File: src/sv/lbcs_pkg.sv
`timescale 1ns / 1ps
`default_nettype none
// ---------------------------------------------------------------------------
// LED blink code sequencer package
// Operation codes, item and status types, and the fixed blink pattern ROM.
// ---------------------------------------------------------------------------
package lbcs_pkg;

	// Number of entries held in the pattern ROM.
	localparam int ROM_DEPTH = 10;
	// Default number of status codes that have a pattern.
	localparam int PATTERN_COUNT_DEF = 10;

	// Operation codes carried in the operation field.
	typedef enum logic [1:0] {
		OP_TICK   = 2'd0,
		OP_FLASH  = 2'd1,
		OP_STATUS = 2'd2
	} op_t;

	// One accepted input word.
	typedef struct packed {
		logic [1:0]  operation;
		logic [3:0]  status_code;
		logic        retrigger;
		logic [7:0]  flash_count;
		logic [15:0] on_time;
		logic [15:0] off_time;
	} item_t;

	// Visible state after a word has been processed.
	typedef struct packed {
		logic       lit;
		logic       running;
		logic [3:0] status;
	} status_t;

	// One blink pattern.
	typedef struct packed {
		logic [7:0]  count;
		logic [15:0] on_ms;
		logic [15:0] off_ms;
		logic        loops;
	} pattern_t;

	// Fixed pattern ROM; codes without an entry read as an empty pattern.
	function automatic pattern_t pattern_lookup(input logic [3:0] code);
		pattern_t p;
		p = '0;
		case (code)
			4'd0: p = '{8'd5, 16'd120, 16'd120, 1'b0};
			4'd1: p = '{8'd3, 16'd200, 16'd200, 1'b0};
			4'd2: p = '{8'd1, 16'd200, 16'd600, 1'b1};
			4'd3: p = '{8'd2, 16'd90, 16'd160, 1'b0};
			4'd4: p = '{8'd3, 16'd90, 16'd90, 1'b0};
			4'd5: p = '{8'd3, 16'd90, 16'd250, 1'b0};
			4'd6: p = '{8'd5, 16'd70, 16'd70, 1'b0};
			4'd7: p = '{8'd4, 16'd100, 16'd100, 1'b0};
			4'd8: p = '{8'd2, 16'd200, 16'd600, 1'b1};
			4'd9: p = '{8'd1, 16'd1000, 16'd1000, 1'b1};
			default: p = '0;
		endcase
		return p;
	endfunction

endpackage
`default_nettype wire

File: src/sv/lbcs_core.sv
`timescale 1ns / 1ps
`default_nettype none
// ---------------------------------------------------------------------------
// LED blink code sequencer core
// Holds the blink state and applies one word per fire strobe.
// ---------------------------------------------------------------------------
module lbcs_core import lbcs_pkg::*; #(
	parameter int PATTERN_COUNT = PATTERN_COUNT_DEF
) (
	input  logic    clk,
	input  logic    arst_n,
	input  logic    fire,
	input  item_t   item,
	output status_t state
);

	logic        lit_q, running_q, looping_q;
	logic [7:0]  target_q, done_q;
	logic [15:0] elapsed_q, lit_len_q, dark_len_q;
	logic [3:0]  status_q;

	logic        lit_d, running_d, looping_d;
	logic [7:0]  target_d, done_d;
	logic [15:0] elapsed_d, lit_len_d, dark_len_d;
	logic [3:0]  status_d;

	logic [15:0] elapsed_inc;
	logic        all_shown;
	logic        code_known;
	pattern_t    pat;

	// Saturating millisecond count and flash completion check.
	assign elapsed_inc = (elapsed_q == 16'hFFFF) ? elapsed_q : elapsed_q + 16'd1;
	assign all_shown   = (done_q >= target_q);

	// Pattern lookup; codes at or past the pattern count have no entry.
	assign pat        = pattern_lookup(item.status_code);
	assign code_known = ({1'b0, item.status_code} < 5'(PATTERN_COUNT)) &&
		({1'b0, item.status_code} < 5'(ROM_DEPTH)) && (pat.count != 8'd0);

	// Next-state logic for one word.
	always_comb begin
		lit_d      = lit_q;
		running_d  = running_q;
		looping_d  = looping_q;
		target_d   = target_q;
		done_d     = done_q;
		elapsed_d  = elapsed_q;
		lit_len_d  = lit_len_q;
		dark_len_d = dark_len_q;
		status_d   = status_q;
		case (item.operation)
			OP_TICK: begin
				if (running_q) begin
					elapsed_d = elapsed_inc;
					if (lit_q) begin
						if (elapsed_inc >= lit_len_q) begin
							lit_d     = 1'b0;
							elapsed_d = '0;
							if (all_shown) begin
								if (looping_q) done_d = '0;
								else running_d = 1'b0;
							end
						end
					end else if (all_shown && !looping_q) begin
						running_d = 1'b0;
					end else if (elapsed_inc >= dark_len_q) begin
						lit_d     = 1'b1;
						elapsed_d = '0;
						done_d    = done_q + 8'd1;
					end
				end
			end
			OP_FLASH: begin
				if (item.flash_count != 8'd0) begin
					target_d   = item.flash_count;
					lit_len_d  = item.on_time;
					dark_len_d = item.off_time;
					done_d     = 8'd1;
					lit_d      = 1'b1;
					running_d  = 1'b1;
					looping_d  = 1'b0;
					elapsed_d  = '0;
				end
			end
			OP_STATUS: begin
				status_d = item.status_code;
				if (item.retrigger) begin
					if (code_known) begin
						target_d   = pat.count;
						lit_len_d  = pat.on_ms;
						dark_len_d = pat.off_ms;
						done_d     = 8'd1;
						lit_d      = 1'b1;
						running_d  = 1'b1;
						looping_d  = pat.loops;
						elapsed_d  = '0;
					end else begin
						running_d = 1'b0;
						looping_d = 1'b0;
						lit_d     = 1'b0;
					end
				end
			end
			default: begin
				lit_d = lit_q;
			end
		endcase
	end

	// State registers, updated once per processed word.
	always_ff @(posedge clk or negedge arst_n) begin
		if (!arst_n) begin
			lit_q      <= 1'b0;
			running_q  <= 1'b0;
			looping_q  <= 1'b0;
			target_q   <= '0;
			done_q     <= '0;
			elapsed_q  <= '0;
			lit_len_q  <= '0;
			dark_len_q <= '0;
			status_q   <= '0;
		end else if (fire) begin
			lit_q      <= lit_d;
			running_q  <= running_d;
			looping_q  <= looping_d;
			target_q   <= target_d;
			done_q     <= done_d;
			elapsed_q  <= elapsed_d;
			lit_len_q  <= lit_len_d;
			dark_len_q <= dark_len_d;
			status_q   <= status_d;
		end
	end

	assign state = '{lit: lit_q, running: running_q, status: status_q};

endmodule
`default_nettype wire

File: src/sv/led_blink_code_sequencer.sv
`timescale 1ns / 1ps
`default_nettype none
// ---------------------------------------------------------------------------
// LED blink code sequencer
// Drives a status LED with blink codes from ticks, flash commands and
// status sets.
// ---------------------------------------------------------------------------
// Usage:
//   Input words arrive on in_valid/in_ready: a one-millisecond tick, a direct
//   flash command, or a status set that may start a pattern from the ROM.
//   Every input word yields exactly one output word on out_valid/out_ready,
//   giving the LED level, the busy flag and the recorded status after it.
//   A word passes the input register and then the blink state, which doubles
//   as the result register. One word per cycle is sustained while out_ready
//   is high; the state update is a single pass of compares and increments.
//   When the receiver stalls, the result holds and one more word may wait in
//   the input register; in_ready drops only when both are full.
//   Reset (arst_n low) clears the LED, stops blinking, sets status 0 and
//   empties both registers.
// ---------------------------------------------------------------------------
module led_blink_code_sequencer import lbcs_pkg::*; #(
	parameter int PATTERN_COUNT = PATTERN_COUNT_DEF
) (
	input  logic        clk,
	input  logic        arst_n,
	input  logic        in_valid,
	output logic        in_ready,
	input  logic [1:0]  operation,
	input  logic [3:0]  status_code,
	input  logic        retrigger,
	input  logic [7:0]  flash_count,
	input  logic [15:0] on_time,
	input  logic [15:0] off_time,
	output logic        out_valid,
	input  logic        out_ready,
	output logic        led_level,
	output logic        busy_res,
	output logic [3:0]  present_status
);

	logic    valid_s1;
	item_t   item_s1;
	logic    out_valid_q;
	logic    advance;
	status_t state;

	// A word leaves the input register when the result slot is free or draining.
	assign advance  = valid_s1 && (!out_valid_q || out_ready);
	assign in_ready = !valid_s1 || advance;

	// Input register control.
	always_ff @(posedge clk or negedge arst_n) begin
		if (!arst_n) begin
			valid_s1 <= 1'b0;
		end else if (in_ready) begin
			valid_s1 <= in_valid;
		end
	end

	// Input register payload.
	always_ff @(posedge clk) begin
		if (in_valid && in_ready) begin
			item_s1 <= '{operation: operation, status_code: status_code,
				retrigger: retrigger, flash_count: flash_count,
				on_time: on_time, off_time: off_time};
		end
	end

	// Result valid; the result payload is the core state, which only moves on advance.
	always_ff @(posedge clk or negedge arst_n) begin
		if (!arst_n) begin
			out_valid_q <= 1'b0;
		end else if (advance) begin
			out_valid_q <= 1'b1;
		end else if (out_ready) begin
			out_valid_q <= 1'b0;
		end
	end

	lbcs_core #(
		.PATTERN_COUNT(PATTERN_COUNT)
	) u_core (
		.clk   (clk),
		.arst_n(arst_n),
		.fire  (advance),
		.item  (item_s1),
		.state (state)
	);

	assign out_valid      = out_valid_q;
	assign led_level      = state.lit;
	assign busy_res       = state.running;
	assign present_status = state.status;

endmodule
`default_nettype wire

File: config.mk
export PLATFORM = sky130hd
export DESIGN_NAME = led_blink_code_sequencer
export DESIGN_NICKNAME = d
export VERILOG_FILES = /design/src/sv/lbcs_pkg.sv /design/src/sv/lbcs_core.sv /design/src/sv/led_blink_code_sequencer.sv
export SDC_FILE = /design/constraint.sdc
export NUM_CORES = 1
export LEC_CHECK = 0
export ABC_AREA = 1
export BUFFER_PORTS_ARGS = -buffer_cell sky130_fd_sc_hd__buf_2
export CORE_MARGIN = 2
export CORE_UTILIZATION = 63
export CTS_CLUSTER_DIAMETER = 60
export DETAILED_ROUTE_END_ITERATION = 6
export GPL_ROUTABILITY_DRIVEN = 1
export PLACE_DENSITY = 0.82
export SLEW_MARGIN = 10
export SYNTH_ARGS = -nofsm -noshare
export SYNTH_HDL_FRONTEND = slang
export SYNTH_SLANG_ARGS = --single-unit
File: constraint.sdc
create_clock -name clk -period 5.2 [get_ports clk]
set_input_delay 0.52 -clock clk [delete_from_list [all_inputs] [get_ports clk]]
set_output_delay 0.52 -clock clk [all_outputs]
set_load 0.01 [all_outputs]
==> flow_summary_export.csv <==
group,metric,value,unit
timing,hold_viol_final,0,
route,drc,0,
clock_tree,cts_setup_buffers,0,
logic_synthesis,seq_area_frac_synth,0.515,
setup_path,start_kind,"register",
grt,antenna_found_initial,0,
die,ioPinCount,59,
route,postRouteWirelength,14700,um
timing,fin_crit,3380,ps
timing,setup_viol,0,
route,viasPerCell,5.41,
timing,rsz0062_at_grt,"no",
clock_tree,clk_path_buf_depth,2,
pwr,power_density,444,nW/um^2
placement,dp.final_hpwl,10500,um
run_status,status,"finished, final reports clean",
setup_path,path_cells,"ha_1, nand2_1, nor2_2, nand4_1, nor2_2, nand2_1, nor2_1, nor2_1, ha_1, nand2_1, nand2_1, nand2_1, nand2_1, nand2_1, nand2_1, nand2_1, nand2_1, nand3_2, nand3_2, nand2_2, nand2_1, nand2_1",
setup_path,cp.arrival,3790,ps
clock_tree,cts_sinks,138,
clock_tree,clock_latency,520,ps
logic_synthesis,synth_edf_count,47,
logic_synthesis,netlist_area,6980,um^2
setup_path,critPathRequiredTime,5610,ps
logic_synthesis,syn_nets,871,
setup_path,path_common_cell,"nand2_1",
clock_tree,cts-resized-gates,0,
route,ant_nets,0,
logic_synthesis,avgSynthCellArea,9.08,um^2
route,vias,5325,
setup_path,cpMaxStageDelayCell,"dfrtp_1",
setup_path,path_buf_inv,0,
timing,clock.fmax,0.296,GHz
timing,worst_pin_slew,988,ps
die,die_x,109,um
logic_synthesis,yosysUniqueCellTypes,44,
timing,fin_hold_ws,170,ps
clock_tree,cts_tree,"built",
clock_tree,numCtsBuffers,17,
timing,skew,8.14,ps
die,fp.dieH,109,um
cells_and_area,final_area,7950,um^2
cells_and_area,n_antenna_cell,0,
setup_path,crit_path_end_kind,"register",
grt,grt_pass1_wl,25200,um
die,start_util,0.644,
logic_synthesis,syn_inst,769,
grt,grt_pass1_vias,5477,
logic_synthesis,ys_async_sr_fraction,0.529,
grt,grt_util_all_layers,0.277,
cells_and_area,postLayoutCoreUtil,0.734,
placement,routabilityCongestion,0.953,
pwr,ir_drop,407,uV
timing,timing.slew.headroom,0.340,
cells_and_area,fillers,776,
placement,placed_area,7360,um^2
route,firstDrtPassIters,5,
cells_and_area,drive_gt1_frac,0.150,
die,coreArea,10800,um^2
cells_and_area,nets,934,
die,fp-row-count,38,
setup_path,critPathMaxStageDelay,400,ps
setup_path,path_class,"register to register",
timing,fin_tns_setup,0,ps
route,wl_per_cell,14.9,um
flow_run,drv_cap,0,
grt,grt_max_degree,74,
placement,numPortBuffers,58,
logic_synthesis,synth-seq-cells,138,
clock_tree,cts-root-buf,"clkbuf_8",
clock_tree,cts_max_level,4,
clock_tree,clk_pin_slew_worst_paths,60,ps
clock_tree,cts_hold_buf,0,
die,dieArea,11900,um^2
setup_path,critPathMaxFanout,18,
logic_synthesis,synth-main-ff-cell,"dfrtp_1",
pwr,p_leak,3.99,nW
grt,gr-total-overflow,0,
route,drt-initial-drc-count,441,
setup_path,cp_top_family,"simple AND/OR/NAND/NOR gates",
timing,finalCritPeriodShare,0.649,
min_path,min_path_type,"input pin to register",
logic_synthesis,ys.warnings.count,0,
pwr,totalPowerFinal,3.53,mW
cells_and_area,syn2layout_area_growth,13.9,%
timing,final_max_slew_viol_count,0,
## cells by family (layout without fill, tap and decap cells)
group | count (synthesis) | in the layout | share of synthesized area
XOR/XNOR | 10 | 10 | 0.0125
AO/OA/AOI/OAI | 90 | 90 | 0.0727
adder cells (fa/ha/maj) | 51 | 51 | 0.0914
buffers and inverters | 116 | 192 | 0.0697
AND/OR/NAND/NOR | 348 | 348 | 0.215
multiplexers | 16 | 16 | 0.0231
flip-flops | 138 | 138 | 0.515
## registers in the layout (all words and copies together) (netlist names)
| register | count |
|---|---|
| u_core.dark_len_q | 16 |
| u_core.status_q | 4 |
| u_core.looping_q | 1 |
| valid_s1 | 1 |
| u_core.running_q | 1 |
| u_core.pat | 18 |
| u_core.elapsed_q | 16 |
| u_core.done_q | 8 |
| item_s1 | 47 |
| u_core.target_q | 8 |
| u_core.lit_len_q | 16 |
| out_valid | 1 |
| u_core.lit_q | 1 |
## worst register-to-register path, cell delays in order, from the launching register on
cell     delay [ps]
dfrtp_1         400
ha_1            190
nand2_1          90
nor2_2          200
nand4_1         180
nor2_2          170
nand2_1         100
nor2_1          110
nor2_1           80
ha_1            300
nand2_1          60
nand2_1          50
nand2_1          60
nand2_1          60
nand2_1          50
nand2_1          60
nand2_1          60
nand2_1          90
nand3_2         320
nand3_2         340
nand2_2         160
nand2_1         100
nand2_1          50
## power breakdown
group / switching (mW) / total (mW) / internal [mW]
clock: 0.462 / 1.20 / 0.734
combinational: 0.538 / 0.849 / 0.311
sequential: 0.138 / 1.49 / 1.35
## Yosys cell counts (8+ instances only)
cell / instances / area share
nand3_1: 55 / 0.039
nor2_1: 38 / 0.020
a21oi_1: 29 / 0.021
mux2i_1: 15 / 0.022
nand4_1: 8 / 0.0072
edfxtp_1: 47 / 0.20
o21ai_0: 43 / 0.031
nand2_1: 216 / 0.12
dfxtp_1: 18 / 0.052
inv_1: 95 / 0.051
ha_1: 51 / 0.091
dfrtp_1: 73 / 0.26
## metrics by stage
stage	cells	setup slack, ps
finish	985	1820
global route	985	1480
CTS	985	1680
detailed placement	953	1780
global placement	953	1870
floorplan	769	2590
## final cells by class
| class | count | area, um^2 | share of cell area |
|---|---|---|---|
| clock inverter | 13 | 166 | 0.0209 |
| clock buffer | 19 | 422 | 0.0530 |
| sequential | 138 | 3600 | 0.452 |
| inverter | 99 | 379 | 0.0477 |
| tap | 140 | 175 | 0.0220 |
| timing repair buffer | 61 | 313 | 0.0393 |
| multi-input combinational | 515 | 2900 | 0.365 |
## cell usage in the layout (no fill, tap or decap), types with 16 or more instances in the layout
master	n
edfxtp_1	47
o21ai_0	43
ha_1	51
buf_2	58
nand3_1	55
nor2_1	37
a21oi_1	29
nand2_1	216
inv_1	94
dfrtp_1	73
dfxtp_1	18
clkbuf_16	16
## metal layers
metal / track usage / vias to the layer above / part of all wire
li1: - / 2640 / -
met1: 0.349 / 2489 / 0.43
met2: 0.464 / 171 / 0.49
met3: 0.0765 / 25 / 0.060
met4: 0.0931 / 0 / 0.014
met5: 0 / - / 0
## path summary, 6_finish.rpt
path / start / slack [ps] / depth (start not counted) / endpoint
worst min-delay path: off_time[10] / 170 / 1 / item_s1[10]$_DFFE_PP_
worst max-delay path: u_core.elapsed_q[0]$_DFFE_PN0P_ / 1820 / 22 / u_core.done_q[6]$_DFFE_PN0P_
min in group asynchronous: arst_n / 220 / 2 / u_core.dark_len_q[15]$_DFFE_PN0P_
max in group asynchronous: arst_n / 4360 / 2 / u_core.lit_len_q[7]$_DFFE_PN0P_
worst min register to register: u_core.lit_len_q[14]$_DFFE_PN0P_ / 480 / 2 / u_core.lit_len_q[14]$_DFFE_PN0P_
worst max register to register: u_core.elapsed_q[0]$_DFFE_PN0P_ / 1820 / 22 / u_core.done_q[6]$_DFFE_PN0P_
(Power assumes the default switching activity.)
